## src/radc_pkg.sv

```systemverilog
// Shared types and constants for the ramp converter sequencer.
`default_nettype none

package radc_pkg;

    // Field and register widths
    localparam int DT_W    = 20;   // discharge_ticks
    localparam int CAP_W   = 16;   // count_cap
    localparam int RPS_W   = 4;    // reads_per_sum
    localparam int PHASE_W = 20;   // phase counter
    localparam int SUM_W   = 20;   // running sum
    localparam int CFG_W   = 20;   // config write data
    localparam int REG_IDX_W = 2;

    // Register reset values
    localparam logic [DT_W-1:0]  DT_RESET  = 20'd10000;
    localparam logic [CAP_W-1:0] CAP_RESET = 16'd50000;
    localparam logic [RPS_W-1:0] RPS_RESET = 4'd10;

    // Divide by ten: q = (v * RECIP_MUL) >> RECIP_SHIFT, exact for any 20-bit v
    localparam logic [SUM_W-1:0] RECIP_MUL = 20'd838861;
    localparam int RECIP_SHIFT = 23;

    // Characters
    localparam logic [7:0] ASCII_ZERO = 8'h30;
    localparam logic [7:0] ASCII_LF   = 8'd10;
    localparam logic [7:0] ASCII_CR   = 8'd13;

    // Tick-to-formatter queue
    localparam int QUEUE_DEPTH = 4;

    typedef enum logic [REG_IDX_W-1:0] {
        REG_DISCHARGE_TICKS = 2'd0,
        REG_COUNT_CAP       = 2'd1,
        REG_READS_PER_SUM   = 2'd2
    } reg_index_t;

    typedef enum logic [1:0] {
        ST_IDLE,
        ST_CONV,
        ST_EMIT
    } back_state_t;

    // One processed tick, handed from the sequencer to the formatter
    typedef struct packed {
        logic             drive;
        logic             emit;
        logic [SUM_W-1:0] sum;
    } job_t;

endpackage

`default_nettype wire

```

## src/radc_front.sv

```systemverilog
// Tick sequencer: config registers, discharge/ramp phases and sum accumulation.
`default_nettype none

module radc_front (
    input  wire logic                            aclk,
    input  wire logic                            aresetn,
    input  wire logic                            cfg_write,
    input  wire logic [radc_pkg::REG_IDX_W-1:0]  cfg_index,
    input  wire logic [radc_pkg::CFG_W-1:0]      cfg_data,
    input  wire logic                            tick_accept,
    input  wire logic                            comparator_high,
    output radc_pkg::job_t                       job
);
    import radc_pkg::*;

    logic [DT_W-1:0]    dt_reg, dt_next;
    logic [CAP_W-1:0]   cap_reg, cap_next;
    logic [RPS_W-1:0]   rps_reg, rps_next;
    logic               dis_reg, dis_next;
    logic [PHASE_W-1:0] pc_reg, pc_next;
    logic [RPS_W-1:0]   idx_reg, idx_next;
    logic [SUM_W-1:0]   sum_reg, sum_next;

    logic [PHASE_W-1:0] pc_inc;
    logic [PHASE_W-1:0] cap_ext;
    logic [SUM_W-1:0]   reading;
    logic [SUM_W-1:0]   sum_add;
    logic [RPS_W-1:0]   idx_inc;
    logic               have_reading;
    logic               emit;

    assign pc_inc  = pc_reg + PHASE_W'(1);
    assign cap_ext = PHASE_W'(cap_reg);
    assign sum_add = sum_reg + reading;
    assign idx_inc = idx_reg + RPS_W'(1);

    always_comb begin
        dt_next  = dt_reg;
        cap_next = cap_reg;
        rps_next = rps_reg;
        if (cfg_write) begin
            unique case (reg_index_t'(cfg_index))
                REG_DISCHARGE_TICKS: dt_next  = cfg_data[DT_W-1:0];
                REG_COUNT_CAP:       cap_next = cfg_data[CAP_W-1:0];
                REG_READS_PER_SUM:   rps_next = cfg_data[RPS_W-1:0];
                default: ;
            endcase
        end
    end

    always_comb begin
        dis_next     = dis_reg;
        pc_next      = pc_reg;
        idx_next     = idx_reg;
        sum_next     = sum_reg;
        have_reading = 1'b0;
        reading      = '0;
        emit         = 1'b0;
        if (tick_accept) begin
            if (dis_reg) begin
                // discharge lasts at least one tick even at zero
                if (pc_inc >= dt_reg) begin
                    dis_next = 1'b0;
                    pc_next  = '0;
                end else begin
                    pc_next = pc_inc;
                end
            end else if (comparator_high) begin
                have_reading = 1'b1;
                reading      = SUM_W'((pc_reg < cap_ext) ? pc_reg : cap_ext);
            end else if (pc_inc >= cap_ext) begin
                have_reading = 1'b1;
                reading      = SUM_W'(cap_ext);
            end else begin
                pc_next = pc_inc;
            end

            if (have_reading) begin
                dis_next = 1'b1;
                pc_next  = '0;
                // zero reads-per-sum falls out of the compare
                if (idx_inc >= rps_reg) begin
                    emit     = 1'b1;
                    sum_next = '0;
                    idx_next = '0;
                end else begin
                    sum_next = sum_add;
                    idx_next = idx_inc;
                end
            end
        end
    end

    assign job.drive = dis_reg;
    assign job.emit  = emit;
    assign job.sum   = sum_add;

    always_ff @(posedge aclk) begin
        if (!aresetn) begin
            dt_reg  <= DT_RESET;
            cap_reg <= CAP_RESET;
            rps_reg <= RPS_RESET;
            dis_reg <= 1'b1;
            pc_reg  <= '0;
            idx_reg <= '0;
            sum_reg <= '0;
        end else begin
            dt_reg  <= dt_next;
            cap_reg <= cap_next;
            rps_reg <= rps_next;
            dis_reg <= dis_next;
            pc_reg  <= pc_next;
            idx_reg <= idx_next;
            sum_reg <= sum_next;
        end
    end

endmodule

`default_nettype wire

```

## config.mk

```make
export PLATFORM = sky130hd
export DESIGN_NAME = radc_front
export DESIGN_NICKNAME = d
export VERILOG_FILES = /design/src/radc_pkg.sv /design/src/radc_front.sv
export SDC_FILE = /design/constraint.sdc
export NUM_CORES = 1
export LEC_CHECK = 0
export ABC_CLOCK_PERIOD_IN_PS = 5300
export BUFFER_PORTS_ARGS = -buffer_cell sky130_fd_sc_hd__buf_2
export CORE_UTILIZATION = 57
export CTS_BUF_LIST = sky130_fd_sc_hd__clkbuf_4
export DETAILED_ROUTE_END_ITERATION = 8
export MAX_ROUTING_LAYER = met4
export PLACE_DENSITY = 0.79
export SYNTH_ARGS = -nofsm -noshare
export SYNTH_HDL_FRONTEND = slang
export SYNTH_SLANG_ARGS = --single-unit
```

## constraint.sdc

```tcl
create_clock -name aclk -period 5.3 [get_ports aclk]
set_clock_uncertainty 0.05 [all_clocks]
set_input_delay 0.265 -clock aclk [delete_from_list [all_inputs] [get_ports aclk]]
set_output_delay 0.265 -clock aclk [all_outputs]
set_load 0.01 [all_outputs]
```

==> results.txt <==
Of all cell types, the one taking the most synthesized area is dfxtp_1. The first-pass GRT wire length is 31,000 um. The required time of the worst setup path is 4.99 ns. The site row count is 37.

The worst setup path is of the flop to output port kind. The largest individual stage delay along the critical path comes from the cell dfxtp_2. The width of the die came out at about 110 um. The critical path's top delay family is compound AO/OA/AOI/OAI gates. The global-route met2 utilization came out at 59.4%. The initial antenna violation count is 0.

The clock latency at the later pin of the worst-skew pair is 0.54 ns. Power comes to 1190 uW. The setup total negative slack is -8.80 ns. The class of the worst hold path is input port to flop. The TritonCTS clock tree is done. The clock sink count came out at 85. The routed wire length per instance is 19.4 um.

The clock-pin slew on the worst setup and hold paths is 0.15 ns. In this run the tightest slew margin relative to its limit is 46.8%. The origin of the worst min-delay path is cfg_index[1].

At the end of routability-driven placement, the weighted congestion stood at 1.04. The placed instances occupy a cell area of 0.00690 mm^2. The cell type with the highest occurrence count on the critical path is buf_4. Counting flops with an async set or reset pin after synthesis yields a share of 0%.

In the synthesized netlist the dominant register cell turns out to be dfxtp_1. The synthesized design contains 0 enable-type register cells. Leaving out fill and tap cells, the most frequent cells in the layout are nand2_1 (111), buf_4 (108), a21oi_1 (80). The static leakage is 0.00371 uW.

For this run, global-route usage on met1 was measured as 44.7%. The number of nets at the end of the flow is 1,034. The post-route cell area came out at 0.00816 mm^2.

The number of global-route vias before repair was 6,307. The total wire length is between 20,000 and 25,000 um. The total core area is 0.0104 mm^2. The number of synthesized register bits is 85. Summed over all nets, the half-perimeter wirelength after detailed placement is 13,200 um.

The most common cell after layout, fill and taps aside is nand2_1. Along the worst path, the maximum fanout reaches 6. The slew at the pin with the worst max-slew slack is 0.797 ns. The synthesized cell area is slightly above 0.006 mm^2. 49 I/O pins were placed.

Global routing finished with a remaining overflow of 0. The floorplan step defined a die boundary enclosing between 0.01 and 0.015 mm^2. In this run the clock root is driven by a clkbuf_4.

The maximum number of pins on one net before global-route repair came out at just under 50. The total number of vias came out at 6,717. The max-capacitance violation count came out at 0. The global routing met3 resource utilization came out at approximately 7.3%. The largest single stage delay on the critical path is approximately 0.38 ns. STA classifies the critical path endpoint as an output port. The final number of max-transition violations is 0. The post-route netlist has 30.7% of its cells at a drive strength greater than 1. Across every metal layer, demand over resource in global routing totals 36.5%. The worst-case IR drop observed on VDD is 196 uV. The final critical-path setup slack came out at -0.764 ns. The endpoint arrival time on the critical path came out at 5.75 ns. After the first detailed-routing iteration, the DRC count stood at 668. Synthesis handed over a netlist of 780 instances.

The count of nets left with antenna violations once routing finished came out at 0. Setup repair after global routing could not meet its margin everywhere. The pre-antenna-repair detailed-routing pass consisted of 5 iterations. The sum of buffers and inverters on the critical path came out at 6.

Ranked by total cell area, the synthesized netlist is headed by dfxtp_1 (28%), ha_1 (16%), a21oi_1 (7.0%), nand2_1 (7.0%), nand3_1 (3.8%). Each instance of the synthesized netlist takes up on average 7.88 um^2. The total CTS buffers came out at 9. The total count of hold-check failures in the final report is 0. The count of buffers inserted at the top-level ports came out at 48.

The sequential share of the synthesized area came out at approximately 28%. The final hold slack came out at 0.0957 ns. The ratio of total power to cell area is between 100 and 150 mW/mm^2.

The layer flagged by global routing as most heavily used is met2. The area share of the leading cell type in the synthesized netlist came out at 27.7%. The longest clock path from root to sink contains 2 buffers. The checks that failed: setup timing. The worst path in the final design needs a cycle of 6.06 ns, including I/O delays and setup. The initial utilization of the core area, before any placement, comes to 59.3%. The area overhead of the layout relative to synthesis came out at 32.7%. The run finished, with violations left. The count of final setup violators came out at 24.

The source of the critical timing path is pc_reg[5]. In this run the critical register-to-register path is launched from pc_reg[5]. The routed via count divided by cell count came out at 6.27.

During synthesis, Yosys emitted a total of 0 warnings. The worst setup path is launched from a flop. The timing-limited maximum frequency is 165 MHz. In the finished design, the share of the clock period the worst path needs comes to 114%. The total number of H-tree levels is 3. The y dimension of the die came out at 106 um. Counting distinct cell types in the post-synthesis netlist gives 68. For this run, design rule violations remaining after detail routing come to 0.
==> logic make-up (layout without fill, tap and decap cells) <==
group | count (synthesis) | after routing | share of synthesized area [%]
other | 1 | 4 | 0.0610
multiplexers | 3 | 3 | 0.488
AND/OR/NAND/NOR | 275 | 275 | 22.0
adder cells (fa/ha/maj) | 78 | 78 | 16.0
flip-flops | 85 | 85 | 27.7
AO/OA/AOI/OAI | 199 | 199 | 21.3
XOR/XNOR | 41 | 41 | 5.84
buffers and inverters | 98 | 250 | 6.61
==> cells in the mapped netlist, drive strengths merged, types with 15 or more instances <==
library cell and n:
o21ai 15, nand3 47, dfxtp 85, xnor2 24, xor2 17, a21oi 87
buf 19, inv 46, nand2 114, o211ai 19, ha 77, clkbuf 33
a22oi 16, nor2 43
==> worst register-to-register path, delay by kind of cell (launching register included) <==
kind            cells  cell delay [ns]
compound gates      7             1.38
buf+inv             6             0.81
fa+ha+maj           2             0.77
simple gates       13             2.02
xor+xnor            1             0.18
flops               1             0.38
==> layout make-up <==
type | count | area, um^2
clock inverters | 7 | 58.8
well taps | 136 | 170
diodes | 1 | 2.50
multi-input cells | 599 | 4580
repair buffers | 188 | 1390
flip-flops and latches | 85 | 1720
clock buffers | 9 | 67.6
fillers | 659 | 2210
inverters | 46 | 173
==> metrics by stage <==
stage | worst slack [ns] | util (%) | cells
4_1_cts | -0.448 | 74.9 | 1051
2_1_floorplan | 0.00288 | - | 782
5_1_grt | -0.987 | 78.7 | 1070
3_3_place_gp | -0.157 | 66.6 | 982
6_report | -0.764 | 78.7 | 1071
3_5_place_dp | -0.209 | 66.6 | 982
==> power breakdown <==
group	switching [uW]	internal (uW)	leakage [uW]
logic	89.4	64.7	0.00296
clock network	273	103	0.0000640
registers	9.45	652	0.000693
total	372	819	0.00371
==> worst paths after layout <==
kind | end | depth (start not counted) | slack, ns
setup / recovery | job[17] | 27 | -0.76
hold / removal | cap_reg[10] | 4 | 0.1
setup reg to reg | sum_reg[19] | 29 | -0.35
hold reg to reg | dt_reg[11] | 2 | 0.42
==> what timing repair did <==
item                                   CTS  global route
endpoints found under the hold margin   40             0
hold buffers                            20             0
setup endpoints to repair               18            26
gates resized for setup                 66            43
setup buffers                           34            22
cloned                                   0             0
pin swaps                               44            52
==> layer usage <==
metal | wire (um) | part of all wire, % | vias up
li1 | - | - | 3059
met2 | 9750 | 47 | 394
met3 | 1870 | 9.0 | 104
met5 | 0 | 0 | -
met4 | 972 | 4.7 | 0
met1 | 8200 | 39 | 3160
(Power assumes the default switching activity.)
