<file path="src/radc_pkg.sv">
// Shared types and constants for the ramp converter sequencer.
`default_nettype none

package radc_pkg;

    // Field and register widths
    localparam int DT_W    = 20;   // discharge_ticks
    localparam int CAP_W   = 16;   // count_cap
    localparam int RPS_W   = 4;    // reads_per_sum
    localparam int PHASE_W = 20;   // phase counter
    localparam int SUM_W   = 20;   // running sum
    localparam int CFG_W   = 20;   // config write data
    localparam int REG_IDX_W = 2;

    // Register reset values
    localparam logic [DT_W-1:0]  DT_RESET  = 20'd10000;
    localparam logic [CAP_W-1:0] CAP_RESET = 16'd50000;
    localparam logic [RPS_W-1:0] RPS_RESET = 4'd10;

    // Divide by ten: q = (v * RECIP_MUL) >> RECIP_SHIFT, exact for any 20-bit v
    localparam logic [SUM_W-1:0] RECIP_MUL = 20'd838861;
    localparam int RECIP_SHIFT = 23;

    // Characters
    localparam logic [7:0] ASCII_ZERO = 8'h30;
    localparam logic [7:0] ASCII_LF   = 8'd10;
    localparam logic [7:0] ASCII_CR   = 8'd13;

    // Tick-to-formatter queue
    localparam int QUEUE_DEPTH = 4;

    typedef enum logic [REG_IDX_W-1:0] {
        REG_DISCHARGE_TICKS = 2'd0,
        REG_COUNT_CAP       = 2'd1,
        REG_READS_PER_SUM   = 2'd2
    } reg_index_t;

    typedef enum logic [1:0] {
        ST_IDLE,
        ST_CONV,
        ST_EMIT
    } back_state_t;

    // One processed tick, handed from the sequencer to the formatter
    typedef struct packed {
        logic             drive;
        logic             emit;
        logic [SUM_W-1:0] sum;
    } job_t;

endpackage

`default_nettype wire

</file>
<file path="src/radc_queue.sv">
// Short job queue between the tick sequencer and the character formatter.
`default_nettype none

module radc_queue (
    input  wire logic      aclk,
    input  wire logic      aresetn,
    input  wire logic      push,
    input  radc_pkg::job_t push_data,
    output logic           full,
    input  wire logic      pop,
    output radc_pkg::job_t pop_data,
    output logic           not_empty
);
    import radc_pkg::*;

    localparam int PTR_W = $clog2(QUEUE_DEPTH);
    localparam int CNT_W = $clog2(QUEUE_DEPTH + 1);

    job_t             slot_reg [QUEUE_DEPTH];
    logic [PTR_W-1:0] wptr_reg, wptr_next;
    logic [PTR_W-1:0] rptr_reg, rptr_next;
    logic [CNT_W-1:0] count_reg, count_next;

    assign full      = (count_reg == CNT_W'(QUEUE_DEPTH));
    assign not_empty = (count_reg != '0);
    assign pop_data  = slot_reg[rptr_reg];

    always_comb begin
        wptr_next  = wptr_reg;
        rptr_next  = rptr_reg;
        count_next = count_reg;
        if (push) begin
            wptr_next = (wptr_reg == PTR_W'(QUEUE_DEPTH - 1)) ? '0 : wptr_reg + PTR_W'(1);
        end
        if (pop) begin
            rptr_next = (rptr_reg == PTR_W'(QUEUE_DEPTH - 1)) ? '0 : rptr_reg + PTR_W'(1);
        end
        if (push && !pop) begin
            count_next = count_reg + CNT_W'(1);
        end else if (pop && !push) begin
            count_next = count_reg - CNT_W'(1);
        end
    end

    always_ff @(posedge aclk) begin
        if (push) begin
            slot_reg[wptr_reg] <= push_data;
        end
    end

    always_ff @(posedge aclk) begin
        if (!aresetn) begin
            wptr_reg  <= '0;
            rptr_reg  <= '0;
            count_reg <= '0;
        end else begin
            wptr_reg  <= wptr_next;
            rptr_reg  <= rptr_next;
            count_reg <= count_next;
        end
    end

`ifndef SYNTH
    a_count_bound: assert property (@(posedge aclk) disable iff (!aresetn)
        count_reg <= CNT_W'(QUEUE_DEPTH))
        else $error("queue count above depth");
    a_no_underflow: assert property (@(posedge aclk) disable iff (!aresetn)
        pop |-> count_reg != '0)
        else $error("queue popped while empty");
`endif

endmodule

`default_nettype wire

</file>
<file path="config.mk">
export PLATFORM = sky130hd
export DESIGN_NAME = radc_queue
export DESIGN_NICKNAME = d
export VERILOG_FILES = /design/src/radc_pkg.sv /design/src/radc_queue.sv
export SDC_FILE = /design/constraint.sdc
export NUM_CORES = 1
export LEC_CHECK = 0
export BUFFER_PORTS_ARGS = -buffer_cell sky130_fd_sc_hd__buf_2
export CAP_MARGIN = 10
export CORE_MARGIN = 2
export CORE_UTILIZATION = 40
export CTS_BUF_LIST = sky130_fd_sc_hd__clkbuf_16
export DETAILED_ROUTE_END_ITERATION = 6
export PLACE_DENSITY = 0.69
export SYNTH_ARGS = -nofsm -noshare
export SYNTH_HDL_FRONTEND = slang
export SYNTH_SLANG_ARGS = --single-unit
export TNS_END_PERCENT = 100
</file>
<file path="constraint.sdc">
create_clock -name aclk -period 2.8 [get_ports aclk]
set_clock_uncertainty 0.2 [all_clocks]
set_input_delay 0.56 -clock aclk [delete_from_list [all_inputs] [get_ports aclk]]
set_output_delay 0.56 -clock aclk [all_outputs]
set_load 0.05 [all_outputs]
</file>
==> results of run 1 <==
cell families (layout without fill, tap and decap cells):
| family | count (synthesis) | count (layout) | share of synthesized area, % |
|---|---|---|---|
| multiplexers | 26 | 26 | 14.9 |
| AND/OR/NAND/NOR | 15 | 15 | 2.51 |
| AO/OA/AOI/OAI | 3 | 3 | 0.550 |
| flip-flops | 97 | 97 | 77.6 |
| buffers and inverters | 8 | 74 | 1.31 |
| XOR/XNOR | 2 | 2 | 0.482 |
| adder cells (fa/ha/maj) | 7 | 7 | 2.61 |
power by group through the flow:
| stage | sequential, mW | combinational [mW] | clock [mW] |
|---|---|---|---|
| 4_1_cts | 1.68 | 0.451 | 1.18 |
| 5_1_grt | 1.69 | 0.473 | 1.25 |
| 6_report | 1.68 | 0.443 | 1.15 |
| 3_5_place_dp | 1.72 | 0.449 | 0 |
| 3_3_place_gp | 1.71 | 0.447 | 0 |
| 2_1_floorplan | 1.70 | 0.335 | 0 |
routing by layer:
layer | up-vias | part of all wire, % | track usage, %
met5 | - | 0 | 0
met1 | 841 | 41 | 13.9
met4 | 0 | 1.8 | 4.74
li1 | 770 | - | -
met3 | 10 | 5.1 | 4.29
met2 | 39 | 52 | 21.3
layout make-up:
cell class | count | area (µm²)
Multi-Input combinational cell | 53 | 767
Tap cell | 108 | 135
Timing Repair Buffer | 55 | 315
Clock inverter | 6 | 60.1
Sequential cell | 97 | 2820
Fill cell | 715 | 4420
Clock buffer | 9 | 225
Inverter | 4 | 15.0
path summary, 6_finish.rpt:
path	endpoint	slack [ps]	cells after the start
hold reg to reg	count_reg[2]	310	2
setup / recovery	pop_data[16]	210	3
hold / removal	slot_reg[3][18]	240	1
setup reg to reg	slot_reg[0][13]	1050	4
layout by cell type, fill, tap and decap left out, drive strengths merged, types with 2 or more instances in the layout:
cell type / Yosys / routed
ha: 6 / 6
clkinv: 0 / 3
or3: 2 / 2
mux4: 22 / 22
nor2b: 5 / 5
inv: 4 / 6
dfxtp: 9 / 9
edfxtp: 88 / 88
clkbuf: 0 / 9
buf: 4 / 55
and2: 5 / 5
mux2i: 4 / 4
critical path: stages, from the launching register on:
cell and delay, ps:
dfxtp_2 520, buf_12 220, mux4_2 520, buf_2 230
through the flow:
| stage | area, µm² | worst slack [ps] | total power [mW] | std cells | utilization (%) |
|---|---|---|---|---|---|
| after CTS | 4340 | 139 | 3.32 | 332 | 49.5 |
| after detailed placement | 4060 | 505 | 2.17 | 317 | 46.3 |
| final | 4340 | 208 | 3.28 | 332 | 49.5 |
| after global routing | 4340 | 88.6 | 3.41 | 332 | 49.5 |
| after global placement | 4060 | 514 | 2.16 | 317 | 46.3 |
| after floorplan | 3640 | 542 | 2.04 | 158 | - |
==> impl_results.md, run 1 <==
- Status: finished clean
- Via density: 5.00
- Die ar.: approximately 0.0099 mm²
- Initial Utilization: between 40 and 50%
- Post-cts sizing count: 0
- P&R area growth vs syn: 19.4%
- Top-level port count: 50
- Hold Crit Class: input port to flip-flop
- Initial DRC count: 72
- Fmax: around 0.39 GHz
- Sw frac: around a quarter
- GRT Overall Usage: between 10 and 15%
- Core Area: approximately 0.0088 mm²
- Final period utilization: between 90 and 100%
- TritonCTS clock tree: built
- Worst skew pair latency: ~330 ps
- First-pass GRT wire length: roughly 9 mm
- Share of cells above drive strength 1: approximately 40%
- Fin nets: roughly 250
- Hold Vio Cnt, Final: 0
- Logic pwr share: a little over an eighth
- Sw Pwr: roughly 800 µW
- GR Overflow Total: 0
- Element type at the critical path end: output port
- Setup tns final: 0 ps
- Post-Synthesis Cells: around 160
- Synth Area per Inst: approximately 23 µm²
- Number of setup buffers added after CTS: 0
- Max clock buf depth: 2
- Worst slew pin tran: between 400 and 500 ps
- Final wirelength: 5.55 mm
- Synth area leaders: edfxtp_1 73%, mux4_2 12%, dfxtp_1 5.0%, ha_1 2.1%, mux4_1 1.4%
- Worst-path clk slew: approximately 60 ps
- Yosys top cell area share: ~73%
- Antenna-violating nets left: 0
- Pwr dens: 755 mW/mm²
- CTS sink cnt: 97
- Critical path startpoint category: flip-flop
- Clk network pwr share: 35.2%
- Largest net degree at the start of global routing: 23
- Seq pwr share: 51.3%
- CTS root buffer: clkbuf_16
- Max reg flops: 88
- Die X: a little under 100 µm
- YS warnings: 0
- Synth top cells by count: 88 x edfxtp_1, 20 x mux4_2, 9 x dfxtp_1, 6 x ha_1
- Cell variety after synth: 21
- Die Height: roughly 99 µm
- Minimum clock period: between 2000 and 3000 ps
- Drt drc: 0
- Hold path startpoint: push_data[18]
- Number of global-route vias before repair: roughly 1700
- Hold buffer count at cts: 0
- CP Class: flip-flop to output port
- DR WL/cell: roughly 17 µm
- Yosys top cell by area: edfxtp_1
- Syn_nets: approximately 190
- Worst EP required: about 2000 ps
- Row count: 34
- Synth Register Bits: just under 100
- Worst vdd ir: roughly 0.00031 V
- TritonRoute pass-1 iters: 4
- EDFF count, synth: 88
- Setup violations, final: 0
- CP Max Fanout: 14
- Relative slew slack: roughly 68%
- Initial antenna violation count: 0
- DR vias: about 1700
- Async set-reset flop share out of synthesis: 0%
- Most numerous cell in the Yosys netlist: edfxtp_1
- Worst EP arrival: around 1800 ps
- Fin. max-slew vios: 0
- Port bufs: slightly below 50
- Top_reg_cell synth: edfxtp_1
- Fin Hold WS: approximately 240 ps
- RSZ-0062 raised after global routing: no
- Post-Syn Area: 0.00364 mm²
- Max-Cap Viols: 0
- Post-synthesis sequential area ratio: between 70% and 80%
- CTS H-tree depth: 3
- Int Pwr: between 2 and 2.5 mW
- Lkg Pwr: ~1.5 nW
- Diode count: 0
- Reg2reg start: wptr_reg[0]
- RePlAce Congestion: about 0.69
- TritonCTS Buffers: 9
Power figures use the tool's default switching activity.
==> inputs of run 2 (changes only) <==
--- a/config.mk
+++ b/config.mk
@@ -8,10 +8,11 @@
 export BUFFER_PORTS_ARGS = -buffer_cell sky130_fd_sc_hd__buf_2
 export CAP_MARGIN = 10
 export CORE_MARGIN = 2
-export CORE_UTILIZATION = 40
+export CORE_UTILIZATION = 30
 export CTS_BUF_LIST = sky130_fd_sc_hd__clkbuf_16
 export DETAILED_ROUTE_END_ITERATION = 6
-export PLACE_DENSITY = 0.69
+export PLACE_DENSITY = 0.57
+export SETUP_SLACK_MARGIN = 0.4
 export SYNTH_ARGS = -nofsm -noshare
 export SYNTH_HDL_FRONTEND = slang
 export SYNTH_SLANG_ARGS = --single-unit
==> impl_results.md, run 2 (same netlist as run 1, synthesis figures left out) <==
- P&R area growth vs syn: 25.8%
- Number of global-route vias before repair: 1741
- RSZ-0062 raised after global routing: yes
- Seq pwr share: around half
- Antenna-violating nets left: 0
- Hold Vio Cnt, Final: 0
- Max clock buf depth: 2
- Element type at the critical path end: output port
- Worst-path clk slew: around 70 ps
- Clk network pwr share: approximately 37%
- Setup WS pre-CTS: about 460 ps
- Final wirelength: a little over 6 mm
- DR vias: around 1700
- Status: finished clean
- Final core utilization: 38.4%
- Most common cell after layout, fill and taps aside: edfxtp_1
- Setup ws final: between 400 and 500 ps
- Via density: approximately 4.4
- Critical path cell sequence: buf_4 > mux4_2 > buf_4
- Setup violations, final: 0
- CP Max Fanout: 6
- Initial antenna violation count: 0
- DR WL/cell: roughly 16 µm
- Hold buffer count at cts: 0
- Sw frac: about a quarter
- Max reg flops: about 90
- Initial Utilization: 30.5%
- Final period utilization: a little under nine tenths
- Reg-to-Reg End: count_reg[2]
- Fin Hold WS: 230 ps
- Drt drc: 0
- TritonCTS clock tree: built
- Sw Pwr: about 840 µW
- Relative slew slack: slightly above 70%
- First-pass GRT wire length: 9.32 mm
- TritonRoute pass-1 iters: 4
- Share of cells above drive strength 1: 42.4%
- Top-level port count: 50
- CTS sink cnt: a little under 100
- GR Overflow Total: 0
- Lkg Pwr: between 1.5 and 2 nW
- Final cell count without fillers: around 380
- Fillers: 1102
- Worst EP arrival: about 1600 ps
- Int Pwr: 2.63 mW
- Die Height: 114 µm
- Commonest cells after routing, fill and taps aside: 88 x edfxtp_1, 29 x buf_2, 21 x mux4_2
- GRT Overall Usage: 10.0%
- Core Area: between 0.01 and 0.015 mm²
- TritonCTS Buffers: 9
- Row count: 40
- Die ar.: ~0.013 mm²
- Reg2reg start: count_reg[0]
- Largest net degree at the start of global routing: 23
- Setup tns final: 0 ps
- CTS H-tree depth: 3
- RePlAce Congestion: 0.657
- R2R depth: 4
- CP Class: flip-flop to output port
- Worst slew pin tran: between 400 and 500 ps
- Diode count: 0
- Logic pwr share: between 10% and 20%
- R2R Setup Slk: ~1100 ps
- Worst vdd ir: approximately 0.00044 V
- Fin. max-slew vios: 0
- Die X: roughly 110 µm
- Post-DP HPWL: about 3.8 mm
- Hold Crit Class: input port to flip-flop
- CP Capture Point: pop_data[3]
- Critical path startpoint category: flip-flop
- Minimum clock period: between 2000 and 2500 ps
- Fmax: 0.418 GHz
- Hold path startpoint: push_data[12]
- Pwr dens: between 700 and 800 mW/mm²
- CTS root buffer: clkbuf_16
- Port bufs: 49
- Delay of the slowest critical-path stage: slightly above 500 ps
- Most used cell, CP: buf_4
- Max-Cap Viols: 0
- Fin nets: 258
- Worst EP required: between 2000 and 2500 ps
- Initial DRC count: roughly 80
- Worst skew pair latency: ~330 ps
- Dpl cells: roughly 360
- Critical-path top delay cell: mux4_2
-- run 2: changes by cell type in the layout (fill, tap and decap cells not counted), sizes merged --
cell | previous run | this run
buf | 55 | 59
clkinv | 3 | 1
bufinv | 1 | 2
clkbuf | 9 | 10
clkinvlp | 0 | 1
-- run 2: worst max-delay path, delay by kind of cell (launching register included) --
kind,cells,cell delay (ps)
buffers and inverters,2,370
flip-flops,1,410
multiplexers,1,510
-- run 2: final cells by class --
| type | count | area [µm²] | area share [%] |
|---|---|---|---|
| sequential | 97 | 2830 | 61.8 |
| multi-input combinational | 53 | 763 | 16.7 |
| timing repair buffer | 60 | 472 | 10.3 |
| clock buffer | 9 | 225 | 4.92 |
| tap | 147 | 184 | 4.02 |
| clock inverter | 6 | 90.1 | 1.97 |
| inverter | 4 | 15.0 | 0.328 |
-- run 2: worst min path at each step --
stage               slack, ps               to  cells past startpoint
floorplan                 270     count_reg[2]                      2
global placement          290     count_reg[2]                      2
detailed placement        340     count_reg[2]                      2
CTS                       220  slot_reg[1][12]                      1
global route              220  slot_reg[1][11]                      1
finish                    230  slot_reg[3][12]                      1
-- run 2: power groups by stage --
stage | registers, mW | logic [mW] | clock network [mW]
3_5_place_dp | 1.71 | 0.452 | 0
6_report | 1.68 | 0.507 | 1.28
2_1_floorplan | 1.70 | 0.335 | 0
5_1_grt | 1.69 | 0.539 | 1.37
4_1_cts | 1.68 | 0.483 | 1.32
3_3_place_gp | 1.71 | 0.448 | 0
-- run 2: metrics by stage --
stage | power [mW] | cell area, µm²
final | 3.47 | 4580
after global routing | 3.60 | 4580
after CTS | 3.48 | 4490
after detailed placement | 2.17 | 4100
after global placement | 2.16 | 4100
after floorplan | 2.04 | 3640
-- run 2: layer usage --
layer	GRT usage (%)	vias up	part of all wire [%]	wire, µm
met1	11.6	830	43	2610
met3	4.08	12	5.5	335
li1	-	775	-	-
met2	16.3	37	50	3060
met5	0	-	0	0
met4	4.88	0	1.9	114
-- run 2: repair_timing --
item,CTS,global route
gates cloned,0,1
gates resized for setup,19,24
endpoints found under the setup margin,22,20
setup buffers,3,0
==> inputs of run 3 (changes only) <==
--- a/config.mk
+++ b/config.mk
@@ -5,13 +5,16 @@
 export SDC_FILE = /design/constraint.sdc
 export NUM_CORES = 1
 export LEC_CHECK = 0
+export ABC_CLOCK_PERIOD_IN_PS = 2800
 export BUFFER_PORTS_ARGS = -buffer_cell sky130_fd_sc_hd__buf_2
 export CAP_MARGIN = 10
+export CELL_PAD_IN_SITES_DETAIL_PLACEMENT = 0
+export CELL_PAD_IN_SITES_GLOBAL_PLACEMENT = 1
 export CORE_MARGIN = 2
 export CORE_UTILIZATION = 30
 export CTS_BUF_LIST = sky130_fd_sc_hd__clkbuf_16
 export DETAILED_ROUTE_END_ITERATION = 6
-export PLACE_DENSITY = 0.57
+export PLACE_DENSITY = 0.62
 export SETUP_SLACK_MARGIN = 0.4
 export SYNTH_ARGS = -nofsm -noshare
 export SYNTH_HDL_FRONTEND = slang
==> impl_results.md, run 3 (same netlist as run 1, synthesis figures left out) <==
- TritonCTS Buffers: 9
- Drt drc: 0
- Critical path cell sequence: buf_8 > mux4_2 > buf_6
- CP Max Fanout: 6
- CTS sink cnt: slightly below 100
- Final core utilization: about two fifths
- First-pass GRT wire length: roughly 9.4 mm
- Final wirelength: slightly above 6 mm
- Initial DRC count: approximately 80
- Most common cell after layout, fill and taps aside: edfxtp_1
- Minimum clock period: 2380 ps
- P&R area growth vs syn: 25.8%
- Largest net degree at the start of global routing: 23
- DR WL/cell: around 16 µm
- Fin. max-slew vios: 0
- Max-Cap Viols: 0
- GRT Overall Usage: 10.1%
- Lkg Pwr: between 1.5 and 2 nW
- Port bufs: 49
- Antenna-violating nets left: 0
- Hold Vio Cnt, Final: 0
- Worst EP required: 2040 ps
- Worst vdd ir: 0.000322 V
- Fin nets: 256
- Relative slew slack: between 60% and 70%
- Seq pwr share: between 50% and 60%
- Delay of the slowest critical-path stage: ~530 ps
- Max reg flops: between 80 and 90
- Worst EP arrival: between 1500 and 2000 ps
- RSZ-0062 raised after global routing: yes
- Dpl cells: around 360
- Die X: around 110 µm
- GR Overflow Total: 0
- Final period utilization: roughly 85%
- RePlAce Congestion: between 0.6 and 0.7
- Sw Pwr: 846 µW
- Die Height: 114 µm
- Max clock buf depth: 2
- Row count: 40
- Via density: approximately 4.4
- Initial antenna violation count: 1
- Number of global-route vias before repair: roughly 1700
- Die ar.: 0.0130 mm²
- CP Class: flip-flop to output port
- Share of cells above drive strength 1: approximately two fifths
- Element type at the critical path end: output port
- Sw frac: between 20 and 30%
- Fmax: between 0.4 and 0.5 GHz
- DR vias: between 1500 and 2000
- Core Area: 0.0119 mm²
- Logic pwr share: between 15 and 20%
- Final cell count without fillers: about 380
- Int Pwr: around 2.5 mW
- CTS H-tree depth: 3
- Initial Utilization: about 31%
- Setup tns final: 0 ps
- Setup violations, final: 0
- Worst skew pair latency: 330 ps
- TritonRoute pass-1 iters: 5
- Worst slew pin tran: between 400 and 500 ps
- Clk network pwr share: ~34%
- Critical path startpoint category: flip-flop
- Hold Crit Class: input port to flip-flop
- Commonest cells after routing, fill and taps aside: 88 x edfxtp_1, 28 x buf_2, 21 x buf_6
- Diode count: 0
- Critical-path top delay cell: mux4_2
- Status: finished clean
- CTS root buffer: clkbuf_16
- Top-level port count: 50
- Pwr dens: about 720 mW/mm²
- Worst-path clk slew: 70 ps
- Post-DP HPWL: 3.93 mm
- TritonCTS clock tree: built
## run 3: metrics by stage
stage	setup slack, ps	hold WS (ps)	power [mW]	instance area, µm²
after global routing	365	223	3.44	4580
after floorplan	542	267	2.04	3640
after detailed placement	514	320	2.17	4130
after global placement	541	298	2.17	4130
after CTS	383	219	3.36	4550
final	419	236	3.31	4580
## run 3: area by class of cell
cell class	instances	area, µm²
clock inverter	7	53.8
sequential	97	2830
fill	1104	7340
timing repair buffer	58	504
clock buffer	9	225
tap	147	184
inverter	4	15.0
multi-input combinational	53	767
## run 3: worst paths after layout
check                                       end  slack [ps]           from  cells past startpoint
worst max-delay path                pop_data[7]         420      flip-flop                      3
worst min-delay path            slot_reg[0][18]         240  push_data[18]                      1
worst max register to register  slot_reg[1][13]        1090    wptr_reg[0]                      3
worst min register to register     count_reg[2]         320   count_reg[2]                      2
## run 3: per-layer routing
metal / track usage (%) / share of wire, %
met3: 4.29 / 5.2
met1: 12.0 / 43
met5: 0 / 0.22
met2: 16.2 / 51
met4: 4.15 / 1.1
## run 3: power groups by stage
stage	clock network, mW	logic [mW]	registers, mW
6_report	1.11	0.513	1.68
4_1_cts	1.16	0.515	1.68
2_1_floorplan	0	0.335	1.70
3_3_place_gp	0	0.455	1.71
3_5_place_dp	0	0.457	1.71
5_1_grt	1.21	0.547	1.69
## run 3: worst max-delay path: cells and delay by family (launching register included)
family,cells,cell delay [ps]
buffers and inverters,2,340
DFF,1,420
muxes,1,530
## run 3: what timing repair did
item | 4_1_cts | 5_1_grt
gates resized for setup | 42 | 8
hold buffers | 0 | 0
gates cloned | 0 | 0
setup buffers | 1 | 0
setup endpoints to repair | 20 | 21
